[src/sv/sara_ram.sv]
`timescale 1ns / 1ps
module sara_ram #(
  parameter int WIDTH = 8,
  parameter int DEPTH = 16
) (
  input  logic                     clk,
  input  logic                     we,
  input  logic [$clog2(DEPTH)-1:0] waddr,
  input  logic [WIDTH-1:0]         wdata,
  input  logic [$clog2(DEPTH)-1:0] raddr,
  output logic [WIDTH-1:0]         rdata
);
  logic [WIDTH-1:0] mem [DEPTH];
  always_ff @(posedge clk) begin
    if (we) begin
      mem[waddr] <= wdata;
    end
    rdata <= mem[raddr];
  end
endmodule

[config.mk]
export PLATFORM = sky130hd
export DESIGN_NAME = sara_ram
export DESIGN_NICKNAME = d
export VERILOG_FILES = /design/src/sv/sara_ram.sv
export SDC_FILE = /design/constraint.sdc
export NUM_CORES = 1
export LEC_CHECK = 0
export BUFFER_PORTS_ARGS = -buffer_cell sky130_fd_sc_hd__buf_4
export CAP_MARGIN = 5
export CORE_ASPECT_RATIO = 0.7
export CORE_MARGIN = 4
export CORE_UTILIZATION = 35
export CTS_CLUSTER_DIAMETER = 60
export DETAILED_ROUTE_END_ITERATION = 7
export GPL_ROUTABILITY_DRIVEN = 0
export PLACE_DENSITY = 0.63
export SLEW_MARGIN = 5
export SYNTH_ARGS = -nofsm -noshare
export SYNTH_HDL_FRONTEND = slang
export SYNTH_SLANG_ARGS = --single-unit
[constraint.sdc]
create_clock -name clk -period 1.7 [get_ports clk]
set_input_delay 0.34 -clock clk [delete_from_list [all_inputs] [get_ports clk]]
set_output_delay 0.34 -clock clk [all_outputs]
set_load 0.05 [all_outputs]
==> out/qor.csv <==
stage;metric;value;unit
route;routed_via_count;2404;
cts;post_cts_resized;0;
pwr;ir_drop;0.751;mV
route;drt-initial-drc-count;185;
worst_hold_path;hold_depth;1;
pwr;pwr-share-seq;0.462;
sta;worst_clk_skew;0.00686;ns
run;maxCapViolCount;0;
synthesis;main_combinational_cell_family_by_area_after_synthesis;multiplexers;
cells_and_area;postLayoutCoreUtil;0.451;
floorplanning;floorplan.die.height;109;um
sta;drv_slew;0;
global_route;grt.overflow.total;0;
floorplanning;core-area;0.0141;mm^2
global_route;grt_pass1_vias;2548;
worst_setup_path;worstPathMaxFanout;1;
worst_setup_path;timing.critical_path.required;1.98;ns
global_route;antenna_found_initial;0;
synthesis;synth_mux_area_frac;0.150;
route;drt-total-wl;10100;um
worst_setup_path;criticalPathCategory;reg -> reg;
worst_hold_path;worst_hold_startpoint;wdata[0];
cells_and_area;antenna-diode-count;0;
synthesis;synth-adder-area-share;0;
pwr;leakage_power;2.18;nW
cts;htree_num_levels;4;
route;detail-route-antenna-nets;0;
cells_and_area;final-instance-count-excl-fill;493;
place;port-buffer-count;25;
pwr;report.power.total;8.17;mW
cts;cts_root_buffer;clkbuf_16;
synthesis;ys_seq_elements;136;
cts;cts.repair_timing.setup_buffer_count;0;
outcome;status;complete, no violations;
cts;worstSkewPairLatency;0.41;ns
place;detailed_place_hpwl;6610;um
sta;setup_repair_after_global_routing_missed_its_margin;no;
worst_setup_path;crit-reg2reg-launch;mem[3][2];
cells_and_area;drive_above_1_share;0.343;
sta;post-route-period-util;0.867;
sta;tightest_slew;0.663;ns
pwr;total_switching_power;1.68;mW
synthesis;synthesis.area_per_instance;22.5;um^2
sta;timing.setup.tns;0;ns
sta;max_slew_margin;0.557;
pwr;powerDensity;1280;mW/mm^2
sta;finalHoldViolCount;0;
synthesis;mappedNetlistArea;0.00515;mm^2
global_route;grt_max_degree;17;
worst_setup_path;cp_data_arrival_time;1.75;ns
synthesis;yosys.area_share.simple;0.0318;
worst_hold_path;min_to;mem[5][0];
sta;worst_case_hold_slack;0.242;ns
worst_hold_path;timing.hold.worst.class;in -> reg;
cts;cts_tree;done;
worst_setup_path;critical_path.endpoint_type;flop;
worst_setup_path;crit_path_start_kind;flop;
synthesis;postSynthCellCount;229;
sta;final.setup.worst_slack;0.226;ns
cts;clock_sink_count;136;
sta;max_freq;0.678;GHz
sta;post-route-min-period;1.47;ns
pwr;switching_share_of_power;0.206;
floorplanning;die_width;153;um
global_route;grt.total_usage;0.129;
floorplanning;ioPinCount;26;
cells_and_area;area_growth;23.9;%
route;routed_wire_length_per_instance;20.4;um
synthesis;yosys_warnings;0;
place;detailedPlace.worstSlack;-0.118;ns
pwr;p_int;6.49;mW
cells_and_area;postLayoutCellArea;0.00638;mm^2
worst_setup_path;register_to_register_setup_slack;0.23;ns
synthesis;yosysSeqAreaShare;0.778;
worst_setup_path;critical_path.reg2reg.endpoint;rdata[2];
synthesis;synth_compound_area_frac;0.0233;
floorplanning;row_count;36;
synthesis;synthXorXnorAreaFrac;0;
cells_and_area;finish.net_count;308;
route;detail_route.drc_violations;0;
synthesis;synthesis.nets;247;
place;placedCellCount;461;
cts;cts_hold_repair.buffers;0;
pwr;share_comb_of_total_power;0.057;
route;vias_per_cell;4.88;
worst_setup_path;ff2ff_path_depth;3;
sta;final_setup_violation_count;0;
synthesis;synthDistinctLibCells;19;
cts;cts.clk_slew.worst_paths;0.06;ns
place;placed_cell_area;0.00573;mm^2
floorplanning;floorplan.initialDensity;0.364;
floorplanning;fp.dieArea;0.0167;mm^2
global_route;wire_length_of_the_first_global_routing_pass;15500;um
pwr;power.clock.fraction;0.481;
route;drtPass1Iterations;5;
cts;cts_max_path_buffers;2;
cells_and_area;most_frequent_standard_cell_in_the_layout_excluding_fill_and_tap_cells;edfxtp_1;
cells_and_area;layout.cells.most_common_list;edfxtp_1, buf_4, mux4_2, clkbuf_16, a22oi_1;
cts;cts_made_buffers;17;
[how the worst max path moves through the flow]
stage | from | cells past startpoint | slack, ns | endpoint
2_1_floorplan | waddr[2] | 2 | 0.09 | mem[3][0]
3_3_place_gp | raddr[0] | 6 | -0.13 | rdata[4]
3_5_place_dp | raddr[0] | 6 | -0.12 | rdata[4]
4_1_cts | mem[0][2] | 3 | 0.27 | rdata[2]
5_1_grt | mem[1][2] | 3 | 0.13 | rdata[2]
6_report | mem[3][2] | 3 | 0.23 | rdata[2]
[logic make-up after synthesis]
| kind of cell | count (synthesis) |
|---|---|
| AOI/OAI and AO/OA | 16 |
| and+or+nand+nor | 35 |
| muxes | 32 |
| DFF | 136 |
| buffers and inverters | 10 |
[worst max-delay path, stage by stage, from the launching register on]
cell      delay [ns]
edfxtp_1        0.37
mux4_1          0.49
a22oi_1         0.38
nand2_1         0.11
[registers in the layout (all words and copies together), names as in the netlist]
signal  count
rdata       8
mem       128
[layer usage]
metal,share of wire,GRT usage,up-vias
met3,0.058,0.0354,2
li1,-,-,1096
met1,0.50,0.190,1242
met5,0,0,-
met4,0.00060,0.0362,0
met2,0.44,0.188,64
[cell type report]
cell class / instances / area (um^2)
fill: 1221 / 7770
sequential: 136 / 4000
multi-input combinational: 83 / 1060
clock buffer: 19 / 453
timing repair buffer: 52 / 428
tap: 190 / 238
clock inverter: 13 / 191
[synth_stat cells]
master | number | share of area
nor2_1 | 13 | 0.0095
buf_6 | 3 | 0.0066
nand2_1 | 9 | 0.0066
or3b_2 | 1 | 0.0017
nand3_1 | 1 | 0.00097
nand2b_1 | 2 | 0.0024
mux4_2 | 18 | 0.079
clkdlybuf4s25_2 | 3 | 0.0058
nor3_1 | 4 | 0.0039
a22oi_1 | 16 | 0.023
edfxtp_1 | 128 | 0.75
nor2b_1 | 1 | 0.0012
and2b_1 | 1 | 0.0015
dfxtp_1 | 8 | 0.031
mux4_1 | 14 | 0.071
buf_4 | 1 | 0.0015
nand3b_1 | 2 | 0.0029
and2_1 | 1 | 0.0012
buf_2 | 3 | 0.0029
[power by group through the flow]
| stage | logic (mW) | registers, mW | clock network (mW) |
|---|---|---|---|
| 6_report | 0.464 | 3.77 | 3.93 |
| 5_1_grt | 0.501 | 3.78 | 4.15 |
| 4_1_cts | 0.472 | 3.77 | 4.00 |
| 3_3_place_gp | 0.462 | 3.84 | 0 |
| 2_1_floorplan | 0.191 | 3.91 | 0 |
| 3_5_place_dp | 0.471 | 3.84 | 0 |
Note: power is estimated with default switching activity, not from simulation.
